$ cat src/sv/swfl_pkg.sv
// Shared constants, codes and types of the sliding-window flood limiter.
// Depends on nothing; used by every module of the block.
`timescale 1ns / 1ps

package swfl_pkg;

    // Default number of window entries (legal range 1 to 63).
    localparam int WINDOW_DEPTH_DEF = 31;

    // Field widths.
    localparam int ID_W    = 32;
    localparam int TIME_W  = 32;
    localparam int CNT_CFG_W = 6;
    localparam int SPAN_W  = 16;
    localparam int CFG_DATA_W = 16;
    localparam int CFG_IDX_W  = 2;
    localparam int VERDICT_W  = 2;

    // Configuration register indexes.
    localparam logic [CFG_IDX_W-1:0] CFG_MAX_RUN   = 2'd0;
    localparam logic [CFG_IDX_W-1:0] CFG_MAX_TOTAL = 2'd1;
    localparam logic [CFG_IDX_W-1:0] CFG_SPAN      = 2'd2;
    localparam logic [CFG_IDX_W-1:0] CFG_MIN_GAP   = 2'd3;

    // Configuration reset values.
    localparam logic [CNT_CFG_W-1:0] RST_MAX_RUN   = 6'd10;
    localparam logic [CNT_CFG_W-1:0] RST_MAX_TOTAL = 6'd15;
    localparam logic [SPAN_W-1:0]    RST_SPAN      = 16'd45;
    localparam logic [SPAN_W-1:0]    RST_MIN_GAP   = 16'd1;

    // Verdict codes.
    localparam logic [VERDICT_W-1:0] V_NORMAL = 2'd0;
    localparam logic [VERDICT_W-1:0] V_RUN    = 2'd1;
    localparam logic [VERDICT_W-1:0] V_SOON   = 2'd2;
    localparam logic [VERDICT_W-1:0] V_MANY   = 2'd3;

    // Port enables from the sequencer to the window memory.
    typedef struct packed {
        logic wr_en;
        logic rd_en;
    } t_win_cmd;

endpackage

$ cat src/sv/swfl_age_cmp.sv
// Shared age unit: modular age of a stamp and compare against a limit.
// Depends on swfl_pkg for the field widths.
`timescale 1ns / 1ps

module swfl_age_cmp (
    input  logic [swfl_pkg::TIME_W-1:0] i_now,
    input  logic [swfl_pkg::TIME_W-1:0] i_stamp,
    input  logic [swfl_pkg::SPAN_W-1:0] i_limit,
    output logic                        o_below
);
    import swfl_pkg::*;

    logic [TIME_W-1:0] age;

    // Age wraps modulo 2^32, so time going backward reads as very old.
    assign age     = i_now - i_stamp;
    assign o_below = age < {{(TIME_W-SPAN_W){1'b0}}, i_limit};

endmodule

$ cat src/sv/swfl_window.sv
// Window store: circular buffer of (sender, time) entries.
// One write port and one registered read port. Depends on swfl_pkg.
`timescale 1ns / 1ps

module swfl_window #(
    parameter int DEPTH = swfl_pkg::WINDOW_DEPTH_DEF,
    localparam int IDX_W = (DEPTH > 1) ? $clog2(DEPTH) : 1
) (
    input  logic                        i_clk,
    input  swfl_pkg::t_win_cmd          i_cmd,
    input  logic [IDX_W-1:0]            i_wr_addr,
    input  logic [swfl_pkg::ID_W-1:0]   i_wr_sender,
    input  logic [swfl_pkg::TIME_W-1:0] i_wr_time,
    input  logic [IDX_W-1:0]            i_rd_addr,
    output logic [swfl_pkg::ID_W-1:0]   o_rd_sender,
    output logic [swfl_pkg::TIME_W-1:0] o_rd_time
);
    import swfl_pkg::*;

    logic [ID_W+TIME_W-1:0] r_mem [DEPTH];
    logic [ID_W+TIME_W-1:0] r_rd_data;

    // Write port.
    always_ff @(posedge i_clk) begin
        if (i_cmd.wr_en) begin
            r_mem[i_wr_addr] <= {i_wr_sender, i_wr_time};
        end
    end

    // Registered read port.
    always_ff @(posedge i_clk) begin
        if (i_cmd.rd_en) begin
            r_rd_data <= r_mem[i_rd_addr];
        end
    end

    assign o_rd_sender = r_rd_data[ID_W+TIME_W-1:TIME_W];
    assign o_rd_time   = r_rd_data[TIME_W-1:0];

endmodule

$ cat src/sv/sliding_window_flood_limiter.sv
// Top level of the sliding-window flood limiter: config registers, scan sequencer,
// result register. Depends on swfl_pkg, swfl_window and swfl_age_cmp.
//
//   Channel   Direction  Handshake                  Payload
//   input     in         i_in_valid / o_in_ready    i_sender_id, i_now_seconds, i_tracked
//   result    out        o_out_valid / i_out_ready  o_verdict
//   config    in         i_cfg_we (no wait)         i_cfg_index, i_cfg_data
//
// A tracked beat scans the window newest first, one entry per cycle through the single
// read port and the shared age unit, then goes to the span check, then the result load.
// A run or too-soon hit ends the scan early. An untracked beat goes straight to the
// result load. The block is ready again once the result is loaded, so it takes no new
// beat until the last one's result is loaded; a stalled result only holds the next item
// in its last step. Reset is synchronous and active low.
`timescale 1ns / 1ps

module sliding_window_flood_limiter #(
    parameter int WINDOW_DEPTH = swfl_pkg::WINDOW_DEPTH_DEF
) (
    input  logic                            i_clk,
    input  logic                            i_rst_n,
    input  logic                            i_in_valid,
    output logic                            o_in_ready,
    input  logic [swfl_pkg::ID_W-1:0]       i_sender_id,
    input  logic [swfl_pkg::TIME_W-1:0]     i_now_seconds,
    input  logic                            i_tracked,
    output logic                            o_out_valid,
    input  logic                            i_out_ready,
    output logic [swfl_pkg::VERDICT_W-1:0]  o_verdict,
    input  logic                            i_cfg_we,
    input  logic [swfl_pkg::CFG_IDX_W-1:0]  i_cfg_index,
    input  logic [swfl_pkg::CFG_DATA_W-1:0] i_cfg_data
);
    import swfl_pkg::*;

    localparam int IDX_W = (WINDOW_DEPTH > 1) ? $clog2(WINDOW_DEPTH) : 1;
    localparam int CNT_W = $clog2(WINDOW_DEPTH + 1);

    localparam logic [IDX_W-1:0] LAST_IDX  = IDX_W'(WINDOW_DEPTH - 1);
    localparam logic [CNT_W-1:0] FULL_FILL = CNT_W'(WINDOW_DEPTH);

    // Sequencer states.
    localparam logic [1:0] ST_IDLE  = 2'd0;
    localparam logic [1:0] ST_SCAN  = 2'd1;
    localparam logic [1:0] ST_FINAL = 2'd2;
    localparam logic [1:0] ST_DONE  = 2'd3;

    // Control registers.
    logic [1:0]           r_state, n_state;
    logic [IDX_W-1:0]     r_head, n_head;
    logic [CNT_W-1:0]     r_fill, n_fill;
    logic                 r_out_valid, n_out_valid;
    logic [CNT_CFG_W-1:0] r_max_run, r_max_total;
    logic [SPAN_W-1:0]    r_span, r_min_gap;

    // Per-item working registers.
    logic [ID_W-1:0]      r_who, n_who;
    logic [TIME_W-1:0]    r_now, n_now;
    logic [TIME_W-1:0]    r_oldest, n_oldest;
    logic [IDX_W-1:0]     r_rd_ptr, n_rd_ptr;
    logic [CNT_W-1:0]     r_k, n_k;
    logic [CNT_W-1:0]     r_run, n_run;
    logic [CNT_W-1:0]     r_total, n_total;
    logic                 r_run_open, n_run_open;
    logic [VERDICT_W-1:0] r_res, n_res;
    logic [VERDICT_W-1:0] r_verdict, n_verdict;

    // Datapath wires.
    t_win_cmd          win_cmd;
    logic [IDX_W-1:0]  rd_addr;
    logic [IDX_W-1:0]  head_next;
    logic [ID_W-1:0]   rd_sender;
    logic [TIME_W-1:0] rd_time;
    logic [TIME_W-1:0] age_stamp;
    logic [SPAN_W-1:0] age_limit;
    logic              age_below;
    logic [CNT_W-1:0]  run_inc;
    logic [CNT_W-1:0]  k_inc;
    logic              match;

    function automatic logic [IDX_W-1:0] prev_idx(input logic [IDX_W-1:0] idx);
        prev_idx = (idx == '0) ? LAST_IDX : idx - 1'b1;
    endfunction

    function automatic logic [CNT_CFG_W-1:0] widen(input logic [CNT_W-1:0] cnt);
        widen = {{(CNT_CFG_W-CNT_W){1'b0}}, cnt};
    endfunction

    // Window memory and shared age unit.
    swfl_window #(
        .DEPTH(WINDOW_DEPTH)
    ) u_window (
        .i_clk      (i_clk),
        .i_cmd      (win_cmd),
        .i_wr_addr  (head_next),
        .i_wr_sender(r_who),
        .i_wr_time  (r_now),
        .i_rd_addr  (rd_addr),
        .o_rd_sender(rd_sender),
        .o_rd_time  (rd_time)
    );

    swfl_age_cmp u_age (
        .i_now  (r_now),
        .i_stamp(age_stamp),
        .i_limit(age_limit),
        .o_below(age_below)
    );

    // The age unit checks the minimum gap while scanning and the span at the end.
    assign age_stamp = (r_state == ST_FINAL) ? r_oldest : rd_time;
    assign age_limit = (r_state == ST_FINAL) ? r_span : r_min_gap;

    assign head_next = (r_head == LAST_IDX) ? '0 : r_head + 1'b1;
    assign run_inc   = r_run + 1'b1;
    assign k_inc     = r_k + 1'b1;
    assign match     = (rd_sender == r_who);

    assign o_in_ready  = (r_state == ST_IDLE);
    assign o_out_valid = r_out_valid;
    assign o_verdict   = r_verdict;

    // Sequencer.
    always_comb begin
        n_state     = r_state;
        n_head      = r_head;
        n_fill      = r_fill;
        n_out_valid = r_out_valid;
        n_who       = r_who;
        n_now       = r_now;
        n_oldest    = r_oldest;
        n_rd_ptr    = r_rd_ptr;
        n_k         = r_k;
        n_run       = r_run;
        n_total     = r_total;
        n_run_open  = r_run_open;
        n_res       = r_res;
        n_verdict   = r_verdict;
        win_cmd     = '0;
        rd_addr     = r_rd_ptr;

        // A taken result frees the output register.
        if (r_out_valid && i_out_ready) begin
            n_out_valid = 1'b0;
        end

        unique case (r_state)
            ST_IDLE: begin
                if (i_in_valid) begin
                    n_who      = i_sender_id;
                    n_now      = i_now_seconds;
                    n_oldest   = i_now_seconds;
                    n_run      = '0;
                    n_total    = '0;
                    n_k        = '0;
                    n_run_open = 1'b1;
                    if (!i_tracked) begin
                        n_res   = V_NORMAL;
                        n_state = ST_DONE;
                    end else if (r_fill == '0) begin
                        n_state = ST_FINAL;
                    end else begin
                        // Start reading at the newest entry.
                        win_cmd.rd_en = 1'b1;
                        rd_addr       = r_head;
                        n_rd_ptr      = prev_idx(r_head);
                        n_state       = ST_SCAN;
                    end
                end
            end
            ST_SCAN: begin
                // Check entry r_k while the next older one is being read.
                win_cmd.rd_en = 1'b1;
                rd_addr       = r_rd_ptr;
                n_rd_ptr      = prev_idx(r_rd_ptr);
                n_k           = k_inc;
                if (k_inc == r_fill) begin
                    n_state = ST_FINAL;
                end
                if (!match) begin
                    n_run_open = 1'b0;
                end else if (r_run_open && (widen(run_inc) >= r_max_run)) begin
                    n_res   = V_RUN;
                    n_state = ST_DONE;
                end else if (age_below) begin
                    n_res   = V_SOON;
                    n_state = ST_DONE;
                end else begin
                    if (r_run_open) begin
                        n_run = run_inc;
                    end
                    n_total  = r_total + 1'b1;
                    n_oldest = rd_time;
                end
            end
            ST_FINAL: begin
                n_state = ST_DONE;
                if ((widen(r_total) >= r_max_total) && age_below) begin
                    n_res = V_MANY;
                end else begin
                    // Passed: record at the new head, overwriting the oldest when full.
                    n_res         = V_NORMAL;
                    win_cmd.wr_en = 1'b1;
                    n_head        = head_next;
                    if (r_fill != FULL_FILL) begin
                        n_fill = r_fill + 1'b1;
                    end
                end
            end
            ST_DONE: begin
                if (!r_out_valid || i_out_ready) begin
                    n_out_valid = 1'b1;
                    n_verdict   = r_res;
                    n_state     = ST_IDLE;
                end
            end
            default: begin
                n_state = ST_IDLE;
            end
        endcase
    end

    // Control state and configuration registers.
    always_ff @(posedge i_clk) begin
        if (!i_rst_n) begin
            r_state     <= ST_IDLE;
            r_head      <= '0;
            r_fill      <= '0;
            r_out_valid <= 1'b0;
            r_max_run   <= RST_MAX_RUN;
            r_max_total <= RST_MAX_TOTAL;
            r_span      <= RST_SPAN;
            r_min_gap   <= RST_MIN_GAP;
        end else begin
            r_state     <= n_state;
            r_head      <= n_head;
            r_fill      <= n_fill;
            r_out_valid <= n_out_valid;
            if (i_cfg_we) begin
                unique case (i_cfg_index)
                    CFG_MAX_RUN:   r_max_run   <= i_cfg_data[CNT_CFG_W-1:0];
                    CFG_MAX_TOTAL: r_max_total <= i_cfg_data[CNT_CFG_W-1:0];
                    CFG_SPAN:      r_span      <= i_cfg_data[SPAN_W-1:0];
                    CFG_MIN_GAP:   r_min_gap   <= i_cfg_data[SPAN_W-1:0];
                    default: begin
                    end
                endcase
            end
        end
    end

    // Working registers of the current item.
    always_ff @(posedge i_clk) begin
        r_who      <= n_who;
        r_now      <= n_now;
        r_oldest   <= n_oldest;
        r_rd_ptr   <= n_rd_ptr;
        r_k        <= n_k;
        r_run      <= n_run;
        r_total    <= n_total;
        r_run_open <= n_run_open;
        r_res      <= n_res;
        r_verdict  <= n_verdict;
    end

endmodule

$ cat config.mk
export PLATFORM = sky130hd
export DESIGN_NAME = sliding_window_flood_limiter
export DESIGN_NICKNAME = d
export VERILOG_FILES = /design/src/sv/swfl_pkg.sv /design/src/sv/swfl_age_cmp.sv /design/src/sv/swfl_window.sv /design/src/sv/sliding_window_flood_limiter.sv
export SDC_FILE = /design/constraint.sdc
export NUM_CORES = 2
export LEC_CHECK = 0
export BUFFER_PORTS_ARGS = -buffer_cell sky130_fd_sc_hd__buf_4
export CAP_MARGIN = 20
export CELL_PAD_IN_SITES_DETAIL_PLACEMENT = 1
export CELL_PAD_IN_SITES_GLOBAL_PLACEMENT = 2
export CORE_AREA = 2 2 362 508
export DETAILED_ROUTE_END_ITERATION = 10
export DIE_AREA = 0 0 364 510
export PLACE_DENSITY = 0.89
export SKIP_CTS_REPAIR_TIMING = 1
export SYNTH_ARGS = -nofsm -noshare
export SYNTH_HDL_FRONTEND = slang
export SYNTH_SLANG_ARGS = --single-unit
$ cat constraint.sdc
create_clock -name i_clk -period 14.41 [get_ports i_clk]
set_input_delay 0.7205 -clock i_clk [delete_from_list [all_inputs] [get_ports i_clk]]
set_output_delay 0.7205 -clock i_clk [all_outputs]
set_load 0.01 [all_outputs]
==> results.tsv <==
stage	metric	value	unit
power_and_ir_drop	power.internal	0.01225	W
power_and_ir_drop	p_switching	0.005185	W
synthesis	synth_xor_area_frac	0.006847	
placed_design	routabilityCongestion	0.8820	
global_routing	grt.overflow.total	0	
global_routing	grt_max_degree	167	
route	dr.pass1.iters	6	
setup_path	startpoint	r_state[0]$_SDFFE_PN0P_	
synthesis	syn_inst	4750	
route	wl	242100	um
power_and_ir_drop	irDropWorstVdd	155.8	uV
route	drtIter0Drc	5763	
synthesis	syn-num-nets	4911	
synthesis	synthFlopType	edfxtp_1	
synthesis	synth_top_family_by_area	multiplexers	
synthesis	synth.cell_area	88270	sq um
route	via_count	47760	
clock_tree	clockBufferDepth	3	
sta	finalSetupViolations	0	
power_and_ir_drop	clkPwrFrac	0.308	
clock_tree	path_clk_slew	0.07	ns
clock_tree	cts_root_buffer	clkbuf_16	
sta	slew-limit-headroom	0.2027	
final_layout	layout_common_cells	2169 x edfxtp_1, 645 x nand2_1, 448 x mux4_2	
clock_tree	cts.sinks	2226	
synthesis	syn_area_per_cell	18.58	sq um
sta	tightest_slew	1.196	ns
sta	skew	0.03597	ns
hold_path	hold_path_class	input port to flip-flop	
placed_design	post_dp_cell_area	92230	sq um
synthesis	ys_seq_elements	2226	
final_layout	final_area	99100	sq um
sta	max_freq	0.1153	GHz
final_layout	layout_commonest_cell	edfxtp_1	
die	dieArea	185600	sq um
clock_tree	cts_buffers	195	
power_and_ir_drop	p_leak	31.57	nW
setup_path	critPathLaunchType	flip-flop	
sta	finalMaxSlewViolations	0	
final_layout	syn_to_final_growth	12.27	%
placed_design	hpwlAfterDp	132900	um
die	die_w	364	um
clock_tree	h-tree-depth	4	
synthesis	synthAdderAreaFrac	0.01043	
die	core	180800	sq um
sta	fin_crit_sh	0.6020	
synthesis	ys_types	68	
power_and_ir_drop	switching_share	0.2974	
setup_path	cp-end-kind	flip-flop	
sta	fin_tns_setup	0	ns
global_routing	antenna_found_initial	3	
power_and_ir_drop	p_comb_frac	0.238	
synthesis	synthMuxAreaShare	0.1256	
synthesis	synth-edff-count	2169	
global_routing	track_usage	0.2602	
clock_tree	clk_latency	0.86	ns
hold_path	min_from	i_sender_id[24]	
route	wl_per_cell	32.28	um
die	die_h	510	um
synthesis	synth_compound_area_frac	0.04227	
route	vias_per_cell	6.368	
sta	hold_viol_final	0	
global_routing	grt_pass1_wl	350700	um
placed_design	numPortBuffers	91	
status	status	finished, final reports clean	
setup_path	worstSetupPathType	flip-flop to flip-flop	
die	rows	185	
route	drc	0	
final_layout	nNetsFinal	5067	
synthesis	yosys_warnings	0	
setup_path	worst_ep_required_time	14.85	ns
setup_path	critPathMaxFanout	49	
die	initial_core_util	0.4883	
synthesis	async_flop_share	0	
route	ant_nets	0	
setup_path	rr_startpoint	r_state[0]$_SDFFE_PN0P_	
global_routing	grt_pass1_vias	51040	
final_layout	drive_gt1_frac	0.2208	
clock_tree	cts_tree	done	
synthesis	yosys.area_share.simple	0.05093	
sta	rsz0062_at_grt	false	
synthesis	ys_seq_area_frac	0.7508	
setup_path	critical_path_arrival	9.12	ns
die	ios	92	
power_and_ir_drop	power_density	175.9	nW/um^2
sta	fin_crit	8.675	ns
job	drv_cap	0	
power_and_ir_drop	sequentialPowerShare	0.454	
state kept, by name, indices dropped and copies added, names as in the netlist, 6 cells and up:
register,cells
u_window.r_rd_data,64
r_now,32
r_max_total,6
r_who,32
r_oldest,32
u_window.r_mem,1984
r_span,16
r_max_run,6
r_min_gap,16
cell type report:
| cell class | count | area (sq um) |
|---|---|---|
| Fill cell | 15840 | 81680 |
| Sequential cell | 2226 | 66270 |
| Multi-Input combinational cell | 2226 | 21160 |
| Clock buffer | 236 | 5181 |
| Tap cell | 2431 | 3042 |
| Timing Repair Buffer | 230 | 2117 |
| Clock inverter | 122 | 1226 |
| Inverter | 27 | 101.3 |
| Antenna cell | 1 | 2.502 |
worst max-delay path, cell delays in order (launching register included):
cell and delay (ns):
dfxtp_1 0.36, inv_1 0.14, ha_4 0.50, mux2_2 0.26
ha_1 0.16, inv_1 0.07, fa_1 0.45, a21o_1 0.25
a221oi_4 0.40, o31ai_1 0.23, o21ai_0 0.21, nor2b_1 0.23
o21ai_0 0.13, xor2_1 0.17, ha_1 0.28, nand2_1 0.05
or2_2 0.31, a211oi_1 0.28, nor4_1 0.16, nand4_1 0.14
or4_1 0.16, o31a_1 0.15, buf_4 0.34, nand4_1 0.80
nor2_4 0.91, buf_4 0.98
layer usage:
| metal | GRT usage | share of wire |
|---|---|---|
| met5 | 0 | 0 |
| met4 | 0.1164 | 0.041 |
| met2 | 0.4579 | 0.53 |
| met1 | 0.3172 | 0.36 |
| met3 | 0.04036 | 0.074 |
power groups by stage:
stage / Combinational (W) / Sequential (W) / Clock (W)
floorplan: 0.00260 / 0.00809 / 0
global placement: 0.00388 / 0.00806 / 0
global route: 0.00444 / 0.00793 / 0.00562
detailed placement: 0.00399 / 0.00810 / 0
finish: 0.00415 / 0.00791 / 0.00537
CTS: 0.00405 / 0.00797 / 0.00542
path summary, 6_finish.rpt:
kind | end | slack (ns) | cells after the start
max | u_window.r_mem[11][60]$_DFFE_PP_ | 5.73 | 25
min | r_who[24]$_DFFE_PP_ | 0.06 | 1
max reg2reg | u_window.r_mem[11][60]$_DFFE_PP_ | 5.73 | 25
min reg2reg | o_verdict[0]$_DFFE_PP_ | 0.42 | 0
per-stage QoR:
stage	setup slack (ns)	total power, W	instances	hold slack, ns	utilization
final	5.735	0.01743	7499	0.05882	0.5482
after global routing	5.358	0.01799	7499	0.02621	0.5482
after CTS	5.713	0.01744	7480	-0.006601	0.5456
after detailed placement	5.820	0.01209	7122	0.4088	0.5102
after global placement	5.984	0.01195	7121	0.4086	0.5101
after floorplan	2.370	0.01069	4750	0.4003	-
cell usage after synthesis (4+ instances only):
cell / number / area, sq um
inv_1: 27 / 101.4
mux2i_1: 58 / 580.6
nor3b_1: 5 / 37.54
o211ai_1: 11 / 82.58
and3_1: 18 / 112.6
a311oi_1: 129 / 1130
o21bai_1: 5 / 37.54
nand3_1: 161 / 805.8
o21a_1: 12 / 90.09
or3_1: 5 / 31.28
nand4_1: 18 / 112.6
and2_1: 11 / 68.82
a21boi_0: 35 / 262.8
nor2_1: 125 / 469.2
nor4_1: 10 / 62.56
xor2_1: 51 / 446.7
buf_1: 50 / 187.7
a31o_2: 66 / 578.1
buf_2: 29 / 145.1
or2_2: 6 / 37.54
nand2_1: 646 / 2425
a211oi_1: 70 / 525.5
a211o_1: 4 / 35.03
nor3_1: 12 / 60.06
nor2b_1: 16 / 100.1
ha_1: 72 / 900.9
o21ai_0: 32 / 160.2
o2111ai_1: 5 / 43.79
xnor2_1: 18 / 157.7
clkbuf_1: 192 / 720.7
o21ai_1: 5 / 25.02
edfxtp_1: 2169 / 65130
mux2_2: 37 / 416.7
mux4_2: 448 / 10090
a31oi_1: 6 / 37.54
a21oi_1: 49 / 245.2
a21o_1: 17 / 127.6
nand2b_1: 13 / 81.33
dfxtp_1: 57 / 1141
kinds of logic (layout without fill, tap and decap cells):
| family | after synthesis | in the layout |
|---|---|---|
| xor+xnor | 69 | 69 |
| other cells | 0 | 1 |
| mux | 543 | 543 |
| simple gates | 1057 | 1057 |
| fa+ha+maj | 73 | 73 |
| compound gates | 484 | 484 |
| buf+inv | 298 | 615 |
| flops | 2226 | 2226 |
Power figures use the tool's default switching activity.
